### config.mk
export PLATFORM = sky130hd
export DESIGN_NAME = hamming_encode_check
export DESIGN_NICKNAME = d
export VERILOG_FILES = /design/src/hdl/hec_pkg.sv /design/src/hdl/hec_pipe.sv /design/src/hdl/hamming_encode_check.sv
export SDC_FILE = /design/constraint.sdc
export NUM_CORES = 1
export LEC_CHECK = 0
export BUFFER_PORTS_ARGS = -buffer_cell sky130_fd_sc_hd__buf_2
export CAP_MARGIN = 5
export CORE_AREA = 2 2 118 120
export DETAILED_ROUTE_END_ITERATION = 8
export DIE_AREA = 0 0 120 122
export PLACE_DENSITY = 0.89
export SYNTH_ARGS = -nofsm -noshare
export SYNTH_HDL_FRONTEND = slang
export SYNTH_HIERARCHICAL = 1
export SYNTH_SLANG_ARGS = --single-unit
### constraint.sdc
create_clock -name clk -period 2.6 [get_ports clk]
set_input_delay 0.26 -clock clk [delete_from_list [all_inputs] [get_ports clk]]
set_output_delay 0.26 -clock clk [all_outputs]
set_load 0.005 [all_outputs]
### src/hdl/hec_pkg.sv
package hec_pkg;

  localparam int MAX_CODE_BITS = 31;
  localparam int WORD_W        = 31;
  localparam int CFG_W         = 5;
  localparam int PAR_W         = $clog2(WORD_W + 1);
  localparam int APB_AW        = 3;
  localparam int APB_DW        = 32;

  localparam logic [CFG_W-1:0] DATA_BITS_RST = CFG_W'(4);

  typedef enum logic {
    REG_DATA_BITS = 1'b0,
    REG_NONE      = 1'b1
  } reg_idx_t;

  typedef enum logic {
    CMD_ENCODE = 1'b0,
    CMD_CHECK  = 1'b1
  } cmd_t;

  typedef struct packed {
    cmd_t              command;
    logic [WORD_W-1:0] word_in;
  } in_word_t;

  typedef struct packed {
    logic [WORD_W-1:0] word_out;
    logic              check_failed;
  } out_word_t;

  function automatic int parity_count(input int d);
    int r;
    r = 1;
    while ((1 << r) <= d + r) r++;
    return r;
  endfunction

  function automatic int max_data_bits();
    int best;
    best = 1;
    for (int d = 1; d < (1 << CFG_W); d++) begin
      if (d + parity_count(d) <= MAX_CODE_BITS) best = d;
    end
    return best;
  endfunction

  localparam int DATA_W = max_data_bits();

  localparam logic [CFG_W-1:0] DATA_BITS_MAX = CFG_W'(DATA_W);

  // data bits in ascending non power-of-two positions, parity slots left clear
  function automatic logic [WORD_W-1:0] place_data(input logic [DATA_W-1:0] data);
    logic [WORD_W-1:0] w;
    int                idx;
    w   = '0;
    idx = 0;
    for (int p = 1; p <= WORD_W; p++) begin
      if ((p & (p - 1)) != 0) begin
        if (idx < DATA_W) w[p-1] = data[idx];
        idx++;
      end
    end
    return w;
  endfunction

  function automatic logic [DATA_W-1:0] pull_data(input logic [WORD_W-1:0] w);
    logic [DATA_W-1:0] data;
    int                idx;
    data = '0;
    idx  = 0;
    for (int p = 1; p <= WORD_W; p++) begin
      if ((p & (p - 1)) != 0) begin
        if (idx < DATA_W) data[idx] = w[p-1];
        idx++;
      end
    end
    return data;
  endfunction

  function automatic logic [WORD_W-1:0] cover_mask(input int k);
    logic [WORD_W-1:0] m;
    m = '0;
    for (int p = 1; p <= WORD_W; p++) begin
      if (((p & (p - 1)) != 0) && (((p >> k) & 1) != 0)) m[p-1] = 1'b1;
    end
    return m;
  endfunction

  function automatic logic [DATA_W-1:0] data_mask(input logic [CFG_W-1:0] d);
    logic [DATA_W-1:0] m;
    m = '0;
    for (int i = 0; i < DATA_W; i++) begin
      m[i] = (CFG_W'(i) < d);
    end
    return m;
  endfunction

  // fill parity slots of a word that already holds its data bits
  function automatic logic [WORD_W-1:0] add_parity(input logic [WORD_W-1:0] w);
    logic [WORD_W-1:0] c;
    c = w;
    for (int k = 0; k < PAR_W; k++) begin
      if ((1 << k) <= WORD_W) c[(1 << k) - 1] = ^(w & cover_mask(k));
    end
    return c;
  endfunction

endpackage

### src/hdl/hec_pipe.sv
module hec_pipe (
  input  logic                          clk,
  input  logic                          rst_n,
  input  logic [hec_pkg::CFG_W-1:0]     data_bits,
  input  logic                          in_valid,
  output logic                          in_stall,
  input  hec_pkg::in_word_t             in_data,
  output logic                          out_valid,
  input  logic                          out_stall,
  output hec_pkg::out_word_t            out_data
);

  logic v1_r, v1_nxt, v2_r, v2_nxt, v3_r, v3_nxt;
  logic rdy1, rdy2, rdy3;

  hec_pkg::cmd_t                  cmd1_r, cmd2_r;
  logic [hec_pkg::WORD_W-1:0]     word1_r, word2_r;
  logic [hec_pkg::DATA_W-1:0]     data1_r, data2_r;
  logic [hec_pkg::WORD_W-1:0]     code2_r;
  hec_pkg::out_word_t             res3_r;

  logic [hec_pkg::DATA_W-1:0]     data1_nxt;
  logic [hec_pkg::WORD_W-1:0]     code2_nxt;
  hec_pkg::out_word_t             res3_nxt;

  assign rdy3     = !v3_r || !out_stall;
  assign rdy2     = !v2_r || rdy3;
  assign rdy1     = !v1_r || rdy2;
  assign in_stall = !rdy1;

  assign v1_nxt = rdy1 ? in_valid : v1_r;
  assign v2_nxt = rdy2 ? v1_r     : v2_r;
  assign v3_nxt = rdy3 ? v2_r     : v3_r;

  always_comb begin
    if (in_data.command == hec_pkg::CMD_ENCODE) begin
      data1_nxt = in_data.word_in[hec_pkg::DATA_W-1:0] & hec_pkg::data_mask(data_bits);
    end else begin
      data1_nxt = hec_pkg::pull_data(in_data.word_in) & hec_pkg::data_mask(data_bits);
    end
  end

  assign code2_nxt = hec_pkg::add_parity(hec_pkg::place_data(data1_r));

  always_comb begin
    res3_nxt.word_out     = code2_r;
    res3_nxt.check_failed = 1'b0;
    if (cmd2_r == hec_pkg::CMD_CHECK) begin
      if (code2_r == word2_r) begin
        res3_nxt.word_out = hec_pkg::WORD_W'(data2_r);
      end else begin
        res3_nxt.word_out     = '0;
        res3_nxt.check_failed = 1'b1;
      end
    end
  end

  always_ff @(posedge clk) begin
    if (!rst_n) begin
      v1_r <= 1'b0;
      v2_r <= 1'b0;
      v3_r <= 1'b0;
    end else begin
      v1_r <= v1_nxt;
      v2_r <= v2_nxt;
      v3_r <= v3_nxt;
    end
  end

  always_ff @(posedge clk) begin
    if (rdy1) begin
      cmd1_r  <= in_data.command;
      word1_r <= in_data.word_in;
      data1_r <= data1_nxt;
    end
    if (rdy2) begin
      cmd2_r  <= cmd1_r;
      word2_r <= word1_r;
      data2_r <= data1_r;
      code2_r <= code2_nxt;
    end
    if (rdy3) begin
      res3_r <= res3_nxt;
    end
  end

  assign out_valid = v3_r;
  assign out_data  = res3_r;

endmodule

### src/hdl/hamming_encode_check.sv
// Hamming encoder and codeword checker for 1 to 26 data bits, set through the
// data_bits register (byte address 0, reset 4; pwdata[4:0] = 0 reads as 1,
// 27 to 31 as 26). Command 0 encodes the low data_bits bits of word_in into a
// codeword with position 1 at bit 0; command 1 checks a received codeword and
// returns its data bits, or zero with check_failed set when the word is not a
// valid codeword (errors are detected, not corrected). One word is taken every
// cycle while out_stall does not hold the pipeline; extraction and masking,
// parity trees, and the compare each own a register stage. Change data_bits
// only while no word is in flight.
module hamming_encode_check (
  input  logic                          clk,
  input  logic                          rst_n,
  input  logic                          psel,
  input  logic                          penable,
  input  logic                          pwrite,
  input  logic [hec_pkg::APB_AW-1:0]    paddr,
  input  logic [hec_pkg::APB_DW-1:0]    pwdata,
  output logic [hec_pkg::APB_DW-1:0]    prdata,
  output logic                          pready,
  input  logic                          in_valid,
  output logic                          in_stall,
  input  hec_pkg::in_word_t             in_data,
  output logic                          out_valid,
  input  logic                          out_stall,
  output hec_pkg::out_word_t            out_data
);

  logic [hec_pkg::CFG_W-1:0] data_bits_r, data_bits_nxt;
  logic [hec_pkg::CFG_W-1:0] wr_val;
  hec_pkg::reg_idx_t         reg_sel;

  assign pready  = 1'b1;
  assign reg_sel = hec_pkg::reg_idx_t'(paddr[hec_pkg::APB_AW-1]);

  always_comb begin
    if (pwdata[hec_pkg::CFG_W-1:0] == '0) begin
      wr_val = hec_pkg::CFG_W'(1);
    end else if (pwdata[hec_pkg::CFG_W-1:0] > hec_pkg::DATA_BITS_MAX) begin
      wr_val = hec_pkg::DATA_BITS_MAX;
    end else begin
      wr_val = pwdata[hec_pkg::CFG_W-1:0];
    end
  end

  always_comb begin
    data_bits_nxt = data_bits_r;
    if (psel && penable && pwrite && pready && reg_sel == hec_pkg::REG_DATA_BITS) begin
      data_bits_nxt = wr_val;
    end
  end

  always_ff @(posedge clk) begin
    if (!rst_n) begin
      data_bits_r <= hec_pkg::DATA_BITS_RST;
    end else begin
      data_bits_r <= data_bits_nxt;
    end
  end

  always_comb begin
    prdata = '0;
    if (reg_sel == hec_pkg::REG_DATA_BITS) begin
      prdata = hec_pkg::APB_DW'(data_bits_r);
    end
  end

  hec_pipe u_pipe (
    .clk       (clk),
    .rst_n     (rst_n),
    .data_bits (data_bits_r),
    .in_valid  (in_valid),
    .in_stall  (in_stall),
    .in_data   (in_data),
    .out_valid (out_valid),
    .out_stall (out_stall),
    .out_data  (out_data)
  );

endmodule

### Yosys cells after proc, flatten, opt, wreduce, memory -nomap -nowiden

Cells that the tools add are included.

| word-level totals | value |
|---|---|
| register bits after elaboration | 187 |
| latch bits | 0 |
| memory bits (writable) | 0 |
| ROM bits | 0 |
| input port bits | 74 |
| output and inout port bits | 67 |
| word-level logic and storage cells | 343 |
| memories kept | 0 |

| operators by class | value |
|---|---|
| $add $sub $neg | 24 |
| $mul | 0 |
| div/mod/pow operators | 0 |
| magnitude comparators | 102 |
| eq/ne operators | 1 |
| shifts and indexed selects | 0 |
| mux-type cells | 158 |
| bitwise gates (word level) | 3 |
| reductions and logical operators | 42 |

Operators by type and width:

| operator | number |
|---|---|
| 26-bit two-way mux | 52 |
| 32-bit two-way mux | 26 |
| 32-bit by 1-bit greater-or-equal comparator with 1-bit output (second input constant) | 25 |
| 32-bit by 6-bit less-than comparator with 1-bit output (second input constant) | 25 |
| 32-bit by 7-bit less-than comparator with 1-bit output (second input constant) | 25 |
| 32-bit by 2-bit adder with 32-bit output (second input constant) | 24 |
| 26-bit bitwise mux | 25 |
| 31-bit parity | 5 |
| 1-bit demux with 5-bit select | 25 |
| 26-bit bitwise AND | 2 |
| 5-bit less-than comparator (first input constant) | 10 |
| 4-bit by 5-bit less-than comparator with 1-bit output (first input constant) | 8 |
| 31-bit == test | 1 |
| 1-bit logical AND | 28 |
| 1-bit two-way mux | 27 |
| 3-bit by 5-bit less-than comparator with 1-bit output (first input constant) | 4 |
| 5-bit two-way mux | 3 |
| 1-bit by 5-bit less-than comparator with 1-bit output (first input constant) | 2 |
| 2-bit by 5-bit less-than comparator with 1-bit output (first input constant) | 2 |
| 5-bit > comparator (second input constant) | 1 |
| 1-bit zero test | 5 |
| 5-bit zero test | 1 |
| 1-bit logical OR | 3 |
| 1-bit inverter | 1 |

### Longest topological paths before layout

Gate-level depths: netlist of run 1.

| logic depth | value |
|---|---|
| word-level depth | 82 |
| mapped depth | 5 |
| mapped depth without buffers | 4 |

### By module

Netlist of run 1, hierarchy kept.

Modules (own cells, without submodules):

| module | times used | cells each | area an instance (um2) |
|---|---|---|---|
| hec_pipe | 1 | 434 | 6698.9 |
| hamming_encode_check | 1 | 61 | 471.7 |

### Worst setup path before layout of run 1

No wires, ideal clock.

| timing path | value |
|---|---|
| path kind | register to register |
| start point | register u_pipe.v3_r, in the netlist u_pipe/out_valid |
| end point | register u_pipe.cmd1_r (enable) |
| data arrival time | 1.533 ns |
| slack | 0.408 ns |
| stages on the path, launching flop included | 3 |
| period minus slack after synthesis | 2.192 ns |
| cell sequence | dfxtp_1 -> and3_1 -> nand2_1 |

| on the way | value |
|---|---|
| word-level cells in the longest chain between the ends | 4 |

Ends and longest elaborated chain:

| element | RTL line | RTL |
|---|---|---|
| start, declared | hec_pipe.sv:13 | `logic v1_r, v1_nxt, v2_r, v2_nxt, v3_r, v3_nxt;` |
| start signal, assigned | hec_pipe.sv:66 | `v3_r <= v3_nxt;` |
| 1-bit zero test | hec_pipe.sv:26 | `assign rdy3 = !v3_r \|\| !out_stall;` |
| 1-bit logical OR | hec_pipe.sv:26 |  |
| 1-bit logical OR | hec_pipe.sv:27 | `assign rdy2 = !v2_r \|\| rdy3;` |
| 1-bit logical OR | hec_pipe.sv:28 | `assign rdy1 = !v1_r \|\| rdy2;` |
| end signal, assigned | hec_pipe.sv:72 | `cmd1_r <= in_data.command;` |
| end, declared | hec_pipe.sv:16 | `hec_pkg::cmd_t cmd1_r, cmd2_r;` |

No other way between the ends.
A chain may end at the register's enable or synchronous reset.

==> results of run 1 <==
==> layer usage <==
layer / GRT usage (%) / part of all wire, % / vias to the layer above
li1: - / - / 1909
met1: 23.7 / 41 / 1940
met2: 30.9 / 49 / 164
met3: 3.75 / 6.3 / 22
met4: 9.71 / 2.8 / 0
met5: 0 / 0 / -
==> cell usage in the layout, fill, tap and decap left out, types with 6 or more instances in the layout <==
master,count
edfxtp_1,153
buf_2,83
xor2_1,42
nand2_1,36
xnor2_1,36
conb_1,28
inv_1,27
mux2i_1,25
nor2_1,19
o32ai_2,19
clkbuf_16,17
a21oi_1,15
nor3_1,10
dfxtp_1,8
o32ai_1,7
bufinv_16,6
buf_4,6
==> path summary, 6_finish.rpt <==
path / to / cells after the start
setup / recovery: u_pipe/out_data[12]$_DFFE_PP_ / 5
hold / removal: u_pipe/word1_r[15]$_DFFE_PN_ / 1
setup reg to reg: u_pipe/out_data[12]$_DFFE_PP_ / 5
hold reg to reg: u_pipe/word2_r[0]$_DFFE_PP_ / 0
==> report_power, final <==
part           switching [uW]  internal (uW)  total (uW)
clock network             906           1790        2690
registers                93.4           2990        3090
logic                     225            199         423
total                    1220           4980        6210
==> flip-flops by register name, indices dropped and copies added (netlist names) <==
signal / flops
u_pipe/word2_r: 31
u_pipe/code2_r: 17
u_pipe/v2_r: 1
u_pipe/out_data: 32
u_pipe/out_valid: 1
u_pipe/cmd2_r: 1
u_pipe/cmd1_r: 1
u_pipe/v1_r: 1
u_pipe/data1_r: 26
u_pipe/word1_r: 31
u_pipe/data2_r: 14
data_bits_r: 5
==> final cells by class <==
class                           count  area share, %
Tap cell                          180           2.70
Inverter                           29           1.30
Sequential cell                   161           57.0
Multi-Input combinational cell    285           25.2
Clock buffer                       20           5.23
Timing Repair Buffer               91           6.00
Clock inverter                     12           2.55
==> through the flow <==
step / worst slack (ps) / util [%]
floorplan: 408 / -
global placement: 602 / 57.0
detailed placement: 581 / 57.0
CTS: 539 / 61.8
global route: 429 / 61.8
finish: 557 / 61.8
==> logic make-up after synthesis <==
kind of cell / Yosys count
other cells: 2
xor+xnor: 78
buf+inv: 75
flops: 161
simple gates: 99
mux: 26
compound gates: 54
==> run_results.csv, run 1 <==
group,metric,value,unit
min_path,holdCritPathClass,"in2reg",
pwr,p_per_area,744,mW/mm^2
timing,clock_skew,8.76,ps
floorplan,die_w,120,um
setup_path,required,2820,ps
floorplan,num_rows,43,
setup_path,crit_path_end_kind,"flop",
cts,clkSinkCount,161,
final_layout,seqCellArea,0.00475,mm^2
flow_run,maxCapViolations,0,
logic_synthesis,synth.distinct_cells,39,
setup_path,critPathLaunchType,"flop",
final_layout,finalInstanceArea,0.00834,mm^2
logic_synthesis,synth_top_family_by_area,"XOR/XNOR gates",
logic_synthesis,synth_area,0.00717,mm^2
logic_synthesis,synth_compound_area_share,7.40,%
setup_path,crit_family,"simple AND/OR/NAND/NOR gates",
logic_synthesis,syn_inst,495,
logic_synthesis,synth_edf_count,153,
final_layout,diodes,0,
logic_synthesis,yosysSeqAreaShare,66.3,%
cts,clkLatencyLatePin,420,ps
cts,cts_setup_buffers,0,
setup_path,cp_cell_sequence,"xor2_1, nor4_1, nand4_2, buf_4, o32ai_1",
placement,gp_congestion,0.888,
logic_synthesis,synth_top_area_cell,"edfxtp_1",
setup_path,rr_startpoint,"u_pipe/code2_r[2]$_DFFE_PP_",
logic_synthesis,async_reset_ff_share,0,%
final_layout,synthToLayoutAreaGrowth,16.3,%
placement,dpl.hpwl,9.50,mm
floorplan,start_util,53.1,%
setup_path,critPathArrivalTime,2260,ps
drt,vias_per_cell,5.19,
placement,port_buffers,83,
placement,placed_cells,746,
setup_path,rrSetupSlack,560,ps
logic_synthesis,synth_common_cells,"edfxtp_1 (153), xor2_1 (42), nand2_1 (37)",
drt,drt_iter0_drc,324,
cts,cts_hold_buf,0,
min_path,min_from,"in_data[15]",
drt,num_vias,4035,
cts,cts_root_buf,"clkbuf_16",
logic_synthesis,synth_top_cells_by_area,"edfxtp_1 (64%), xor2_1 (5.1%), xnor2_1 (4.4%), o32ai_2 (4.3%), mux2i_1 (3.5%)",
timing,finalSetupViolCount,0,
timing,worst_pin_slew,667,ps
drt,routed_wl,13.2,mm
logic_synthesis,syn_area_per_cell,14.5,um^2
logic_synthesis,synth_ff_type,"edfxtp_1",
timing,fin_crit_sh,78.6,%
logic_synthesis,synth_seq_cells,161,
timing,fin_tns_setup,0,ps
outcome,status,"finished clean",
grt,grt_usage,18.7,%
floorplan,pin_count,141,
logic_synthesis,synthMuxAreaShare,3.65,%
grt,grt_max_degree,64,
grt,grt_overflow,0,
cts,post_cts_resized,0,
timing,relSlewSlack,55.5,%
timing,slew_violations,0,
setup_path,slowest_delay,450,ps
pwr,p_leak,0.00339,uW
drt,route.detailed.drc,0,
final_layout,fillers,971,
timing,final.min_clock_period,2040,ps
cts,htreeDepth,4,
pwr,ir_drop,0.386,mV
drt,drtPass1Iterations,5,
cts,numCtsBuffers,17,
floorplan,die_area,0.0146,mm^2
final_layout,multi_input_area,0.00210,mm^2
timing,max_freq,489,MHz
timing,whs,39.8,ps
setup_path,critPathKind,"reg2reg",
timing,finalHoldViolations,0,
logic_synthesis,yosys_warnings,6,
logic_synthesis,synth_most_common_cell,"edfxtp_1",
final_layout,layout-drive-gt1-share,25.6,%
cts,clk_pin_slew,60,ps
pwr,total_power,6210,uW
logic_synthesis,synth_simple_gate_area_share,7.28,%
setup_path,startpoint,"u_pipe/code2_r[2]$_DFFE_PP_",
setup_path,slowest_stage,"edfxtp_1",
cts,cts_tree,"done",
cts,cts_buffer_depth,2,
setup_path,crit_fanout,27,
final_layout,final_nets,659,
logic_synthesis,synth-adder-area-share,0,%
logic_synthesis,yosysTopAreaCellShare,64.1,%
logic_synthesis,synthXorXnorAreaFrac,9.53,%
placement,dpl_cell_area,0.00769,mm^2
floorplan,core_area,0.0135,mm^2
floorplan,die-height,122,um
setup_path,path_buf_inv,1,
grt,grt_pass1_vias,3839,
drt,wl_per_cell,17.0,um
final_layout,fin_cells,778,
drt,drtAntennaViolNets,0,
grt,grt_pass1_wl,20.2,mm
timing,rsz0062_at_grt,"false",
grt,antenna_found_initial,0,
Power figures use the tool's default switching activity.
==> run 2: changes to the inputs <==
==> constraint.sdc (replaced) <==
create_clock -name clk -period 1.9 [get_ports clk]
set_input_delay 0.19 -clock clk [delete_from_list [all_inputs] [get_ports clk]]
set_output_delay 0.19 -clock clk [all_outputs]
set_load 0.005 [all_outputs]
==> run 2 against run 1 <==
- the run now ends with setup timing left
- critical path type unchanged
- via count up 3.3%
- largest cell class unchanged
- utilization up 3.3 points
- worst hold slack worse by 15 ps
- critical endpoint is now u_pipe/out_data[16]$_DFFE_PP_
- flip-flop and latch count unchanged
- combinational power up 60%
- sequential share of layout area down 2.9 points
- clock power up 28%
- clock skew up 1.9 ps
==> run_results.csv, run 2 (synthesis gave the netlist of run 1 again) <==
group,metric,value,unit
floorplan,die_area,0.0146,mm^2
pwr,p_per_area,948,mW/mm^2
final_layout,synthToLayoutAreaGrowth,22.6,%
grt,grt_usage,20.2,%
final_layout,fillers,938,
pwr,total_power,8330,uW
setup_path,crit_path_end_kind,"flop",
timing,relSlewSlack,66.4,%
final_layout,layout-drive-gt1-share,26.8,%
timing,finalSetupViolCount,2,
setup_path,endpoint,"u_pipe/out_data[16]$_DFFE_PP_",
drt,wl_per_cell,17.0,um
setup_path,critPathLaunchType,"flop",
grt,antenna_found_initial,0,
setup_path,rr_startpoint,"u_pipe/data2_r[23]$_DFFE_PP_",
setup_path,r2r_end,"u_pipe/out_data[16]$_DFFE_PP_",
floorplan,die_w,120,um
drt,vias_per_cell,5.10,
cts,clkSinkCount,161,
placement,dpl.hpwl,10.0,mm
min_path,holdCritPathClass,"in2reg",
setup_path,startpoint,"u_pipe/data2_r[23]$_DFFE_PP_",
outcome,status,"finished, violations left",
cts,numCtsBuffers,17,
setup_path,r2r_cells,6,
cts,clk_pin_slew,60,ps
floorplan,core_area,0.0135,mm^2
floorplan,die-height,122,um
cts,clkLatencyLatePin,420,ps
grt,grt_pass1_wl,21.8,mm
flow_run,maxCapViolations,0,
drt,routed_wl,13.9,mm
timing,slew_violations,0,
final_layout,final_nets,700,
cts,cts_tree,"done",
drt,route.detailed.drc,0,
timing,final.min_clock_period,1920,ps
grt,grt_overflow,0,
setup_path,critPathKind,"reg2reg",
timing,fin_tns_setup,-27.7,ps
drt,drtPass1Iterations,5,
floorplan,pin_count,141,
setup_path,crit_fanout,27,
placement,port_buffers,83,
setup_path,critPathArrivalTime,2150,ps
cts,htreeDepth,4,
setup_path,required,2130,ps
floorplan,start_util,53.1,%
drt,drt_iter0_drc,327,
timing,max_freq,520,MHz
drt,drtAntennaViolNets,0,
pwr,p_leak,0.00357,uW
final_layout,final_core_util,65.1,%
outcome,violations,"setup timing",
floorplan,num_rows,43,
pwr,ir_drop,0.536,mV
timing,layout_setup_ws,-22.0,ps
final_layout,fin_cells,817,
setup_path,rrSetupSlack,-20,ps
placement,gp_congestion,0.888,
timing,fin_crit_sh,101,%
placement,placed_cells,754,
timing,finalHoldViolations,0,
timing,clock_skew,10.6,ps
grt,grt_max_degree,59,
timing,worst_pin_slew,504,ps
timing,rsz0062_at_grt,"true",
final_layout,diodes,0,
cts,cts_root_buf,"clkbuf_16",
final_layout,final_cell_mix,"edfxtp_1 (153), buf_2 (83), xor2_1 (42), nand2_1 (36), xnor2_1 (36)",
final_layout,largest_reg_flops,32,
cts,cts_buffer_depth,2,
grt,grt_pass1_vias,4159,
drt,num_vias,4170,
final_layout,layout_commonest_cell,"edfxtp_1",
[run 2: cell count changes in the layout (fill, tap and decap cells not counted), moves of 3 or more]
| cell | previous run | this run |
|---|---|---|
| clkinvlp_4 | 2 | 5 |
| o32ai_1 | 7 | 1 |
| dlygate4sd3_1 | 0 | 32 |
| buf_4 | 6 | 11 |
| o32ai_2 | 19 | 25 |
| buf_12 | 2 | 6 |
[run 2: area by class of cell]
| class | count | area, um^2 | area share, % |
|---|---|---|---|
| Clock buffer | 18 | 429 | 4.88 |
| Timing Repair Buffer | 132 | 938 | 10.7 |
| Inverter | 29 | 113 | 1.28 |
| Sequential cell | 161 | 4750 | 54.1 |
| Tap cell | 180 | 225 | 2.56 |
| Multi-Input combinational cell | 285 | 2160 | 24.6 |
| Clock inverter | 12 | 168 | 1.91 |
[run 2: repair_timing]
| action | 4_1_cts | 5_1_grt |
|---|---|---|
| gates resized for setup | 4 | 4 |
| pin swaps | 1 | 1 |
| endpoints found under the hold margin | 32 | 0 |
| hold buffers | 32 | 0 |
| setup endpoints to repair | 27 | 27 |
| setup buffers | 1 | 0 |
[run 2: worst min path at each step]
stage	from	to	slack [ps]	cells after the start
2_1_floorplan	rst_n	data_bits_r[2]$_SDFFE_PN1P_	260	1
3_3_place_gp	in_data[28]	u_pipe/word1_r[28]$_DFFE_PN_	390	1
3_5_place_dp	in_data[30]	u_pipe/word1_r[30]$_DFFE_PN_	390	1
4_1_cts	rst_n	data_bits_r[2]$_SDFFE_PN1P_	8	2
5_1_grt	rst_n	data_bits_r[2]$_SDFFE_PN1P_	20	2
6_report	rst_n	data_bits_r[2]$_SDFFE_PN1P_	20	2
[run 2: worst max-delay path, stage by stage (launching register included)]
cell and delay [ps]:
edfxtp_1 410, xor2_1 180, nor4_2 340, buf_4 180
nand4_2 120, buf_12 210, o32ai_2 290
[run 2: power by group]
group	switching [uW]	internal [uW]
sequential	127	4100
clock	1270	2170
combinational	343	332
total	1740	6590
[run 2: metal layers]
layer	track usage, %	vias to the layer above	wire length, um
met1	24.5	1984	5570
li1	-	1999	-
met2	35.0	161	7110
met5	0	-	0
met3	3.51	26	721
met4	10.4	0	491
[run 2: per-stage QoR]
| step | worst slack [ps] | hold slack (ps) | instance area, um^2 |
|---|---|---|---|
| after floorplan | 17.6 | 262 | 7280 |
| after global placement | 51.7 | 385 | 7810 |
| after detailed placement | -106 | 388 | 7810 |
| after CTS | -7.98 | 8.15 | 8760 |
| after global routing | -94.2 | 19.0 | 8790 |
| final | -22.0 | 24.9 | 8790 |
==> run 3: changes to the inputs <==
--- a/config.mk
+++ b/config.mk
@@ -7,11 +7,10 @@
 export LEC_CHECK = 0
 export BUFFER_PORTS_ARGS = -buffer_cell sky130_fd_sc_hd__buf_2
 export CAP_MARGIN = 5
-export CORE_AREA = 2 2 118 120
+export CORE_AREA = 2 2 84 167
 export DETAILED_ROUTE_END_ITERATION = 8
-export DIE_AREA = 0 0 120 122
+export DIE_AREA = 0 0 86 169
 export PLACE_DENSITY = 0.89
 export SYNTH_ARGS = -nofsm -noshare
 export SYNTH_HDL_FRONTEND = slang
-export SYNTH_HIERARCHICAL = 1
 export SYNTH_SLANG_ARGS = --single-unit
==> run 3 against run 2 <==
- the run still ends with setup timing left
- final cell count down 2.1%
- first-iteration DRC count up 25%
- critical path depth unchanged
- synthesized area about the same
- power up 1.9%
- routed wire length up 9.3%
- clock skew down 2.0 ps
- utilization up 1.3 points
- critical path type unchanged
- critical endpoint is now u_pipe.out_data[25]$_DFFE_PP_
- largest cell class unchanged
- largest power group unchanged
==> run_results.csv, run 3 <==
group,metric,value,unit
outcome,violations,"setup timing",
pwr,p_leak,0.00362,uW
setup_path,critPathArrivalTime,2150,ps
grt,grt_usage,21.1,%
logic_synthesis,synth_most_common_cell,"edfxtp_1",
logic_synthesis,yosysSeqAreaShare,66.3,%
logic_synthesis,synth_area,0.00717,mm^2
floorplan,die-height,169,um
drt,num_vias,4376,
setup_path,crit_fanout,27,
final_layout,synthToLayoutAreaGrowth,23.0,%
drt,wl_per_cell,19.0,um
outcome,status,"finished, violations left",
setup_path,slowest_stage,"edfxtp_1",
grt,antenna_found_initial,0,
setup_path,rr_startpoint,"u_pipe.word2_r[22]$_DFFE_PP_",
grt,grt_max_degree,59,
logic_synthesis,synth_top_area_cell,"edfxtp_1",
drt,drtAntennaViolNets,0,
setup_path,required,2130,ps
final_layout,layout-drive-gt1-share,27.6,%
floorplan,core_area,0.0133,mm^2
timing,relSlewSlack,47.5,%
logic_synthesis,synth_edf_count,153,
min_path,min_from,"in_data[10]",
placement,port_buffers,83,
final_layout,final_cell_mix,"edfxtp_1 (153), buf_2 (83), xor2_1 (39), nand2_1 (35), xnor2_1 (33)",
setup_path,critPathLaunchType,"flop",
floorplan,start_util,54.0,%
final_layout,layout_commonest_cell,"edfxtp_1",
floorplan,die_area,0.0145,mm^2
floorplan,num_rows,60,
grt,grt_pass1_vias,4394,
logic_synthesis,yosysTopAreaCellShare,64.0,%
final_layout,finalInstanceArea,0.00883,mm^2
drt,vias_per_cell,5.47,
flow_run,maxCapViolations,0,
placement,dpl.hpwl,9.52,mm
timing,finalHoldViolations,0,
grt,grt_pass1_wl,23.0,mm
cts,cts_root_buf,"clkbuf_16",
timing,layout_setup_ws,-13.3,ps
floorplan,die_w,86,um
logic_synthesis,synth.distinct_cells,37,
logic_synthesis,syn_area_per_cell,14.5,um^2
setup_path,slowest_delay,390,ps
timing,final.min_clock_period,1910,ps
cts,clk_pin_slew,60,ps
cts,cts_buffer_depth,2,
timing,max_freq,523,MHz
placement,gp_congestion,0.846,
timing,worst_pin_slew,786,ps
min_path,holdCritPathClass,"in2reg",
timing,slew_violations,0,
placement,dpl_cell_area,0.00777,mm^2
cts,numCtsBuffers,17,
pwr,total_power,8480,uW
timing,finalSetupViolCount,2,
setup_path,crit_path_end_kind,"flop",
logic_synthesis,synth_ff_type,"edfxtp_1",
logic_synthesis,syn_inst,495,
drt,drtPass1Iterations,4,
logic_synthesis,synth_top_cells_by_area,"edfxtp_1 (64%), xor2_1 (4.8%), o32ai_2 (4.3%), xnor2_1 (4.2%), mux2i_1 (3.5%)",
final_layout,diodes,0,
timing,fin_crit_sh,101,%
final_layout,largest_reg_flops,32,
drt,drt_iter0_drc,410,
logic_synthesis,async_reset_ff_share,0,%
logic_synthesis,yosys_warnings,0,
grt,grt_overflow,0,
final_layout,final_nets,706,
cts,clkSinkCount,161,
logic_synthesis,synth_seq_cells,161,
final_layout,fillers,819,
timing,clock_skew,8.64,ps
floorplan,pin_count,141,
pwr,p_per_area,961,mW/mm^2
drt,route.detailed.drc,0,
cts,cts_tree,"done",
logic_synthesis,synth_common_cells,"edfxtp_1 (153), xor2_1 (39), nand2_1 (36)",
cts,clkLatencyLatePin,420,ps
setup_path,critPathKind,"reg2reg",
cts,htreeDepth,4,
pwr,ir_drop,0.807,mV
setup_path,cp_cell_sequence,"xor2_1, nor4_1, buf_4, nand4_2, buf_12, o32ai_2",
drt,routed_wl,15.2,mm
setup_path,startpoint,"u_pipe.word2_r[22]$_DFFE_PP_",
## run 3: report_power, final
group	internal, uW	switching, uW
sequential	4100	127
combinational	356	358
clock	2200	1350
## run 3: kinds of logic after synthesis
family,count (synthesis),synth area share (%)
simple gates,96,6.71
other cells,2,0.105
xor+xnor,76,9.77
buf+inv,78,6.00
compound gates,57,7.66
mux,25,3.49
flops,161,66.3
## run 3: worst paths after layout
kind                                         to  slack (ps)  depth (start not counted)
setup / recovery  u_pipe.out_data[25]$_DFFE_PP_         -10                          6
hold / removal     u_pipe.word1_r[10]$_DFFE_PN_          20                          1
setup reg to reg  u_pipe.out_data[25]$_DFFE_PP_         -10                          6
hold reg to reg    u_pipe.word2_r[30]$_DFFE_PP_         420                          0
## run 3: layer usage
metal / vias up / part of all wire, % / track usage [%]
li1: 2013 / - / -
met1: 2110 / 36 / 24.2
met2: 219 / 54 / 37.6
met3: 34 / 5.9 / 4.44
met4: 0 / 3.3 / 8.42
met5: - / 0 / 0
## run 3: layout make-up
class | count | area (um^2) | area share (%)
tap | 155 | 194 | 2.20
sequential | 161 | 4750 | 53.9
timing repair buffer | 141 | 988 | 11.2
multi-input combinational | 282 | 2150 | 24.4
clock buffer | 19 | 433 | 4.91
clock inverter | 13 | 186 | 2.11
inverter | 29 | 116 | 1.32
## run 3: critical path: cells and delay by family, from the launching register on
| family | cells | cell delay, ps |
|---|---|---|
| buf+inv | 2 | 390 |
| simple gates | 2 | 490 |
| compound gates | 1 | 280 |
| flops | 1 | 390 |
| xor+xnor | 1 | 180 |
## run 3: repair_timing
action / in CTS / in global routing
setup endpoints to repair: 27 / 29
resized for setup: 3 / 7
hold buffers: 30 / 0
cloned: 0 / 0
pin swaps: 2 / 2
endpoints found under the hold margin: 30 / 0
buffers inserted: 3 / 6
## run 3: metrics by stage
stage | setup WS, ps | cells | util, % | hold slack, ps | setup TNS, ps
after CTS | 0.448 | 794 | 65.7 | 0.371 | 0
after global placement | 79.8 | 729 | 58.5 | 381 | 0
after floorplan | 10.1 | 521 | - | 262 | 0
after global routing | -114 | 800 | 66.4 | 1.47 | -2480
after detailed placement | -11.4 | 729 | 58.5 | 383 | -11.4
final | -13.3 | 800 | 66.4 | 19.8 | -17.4
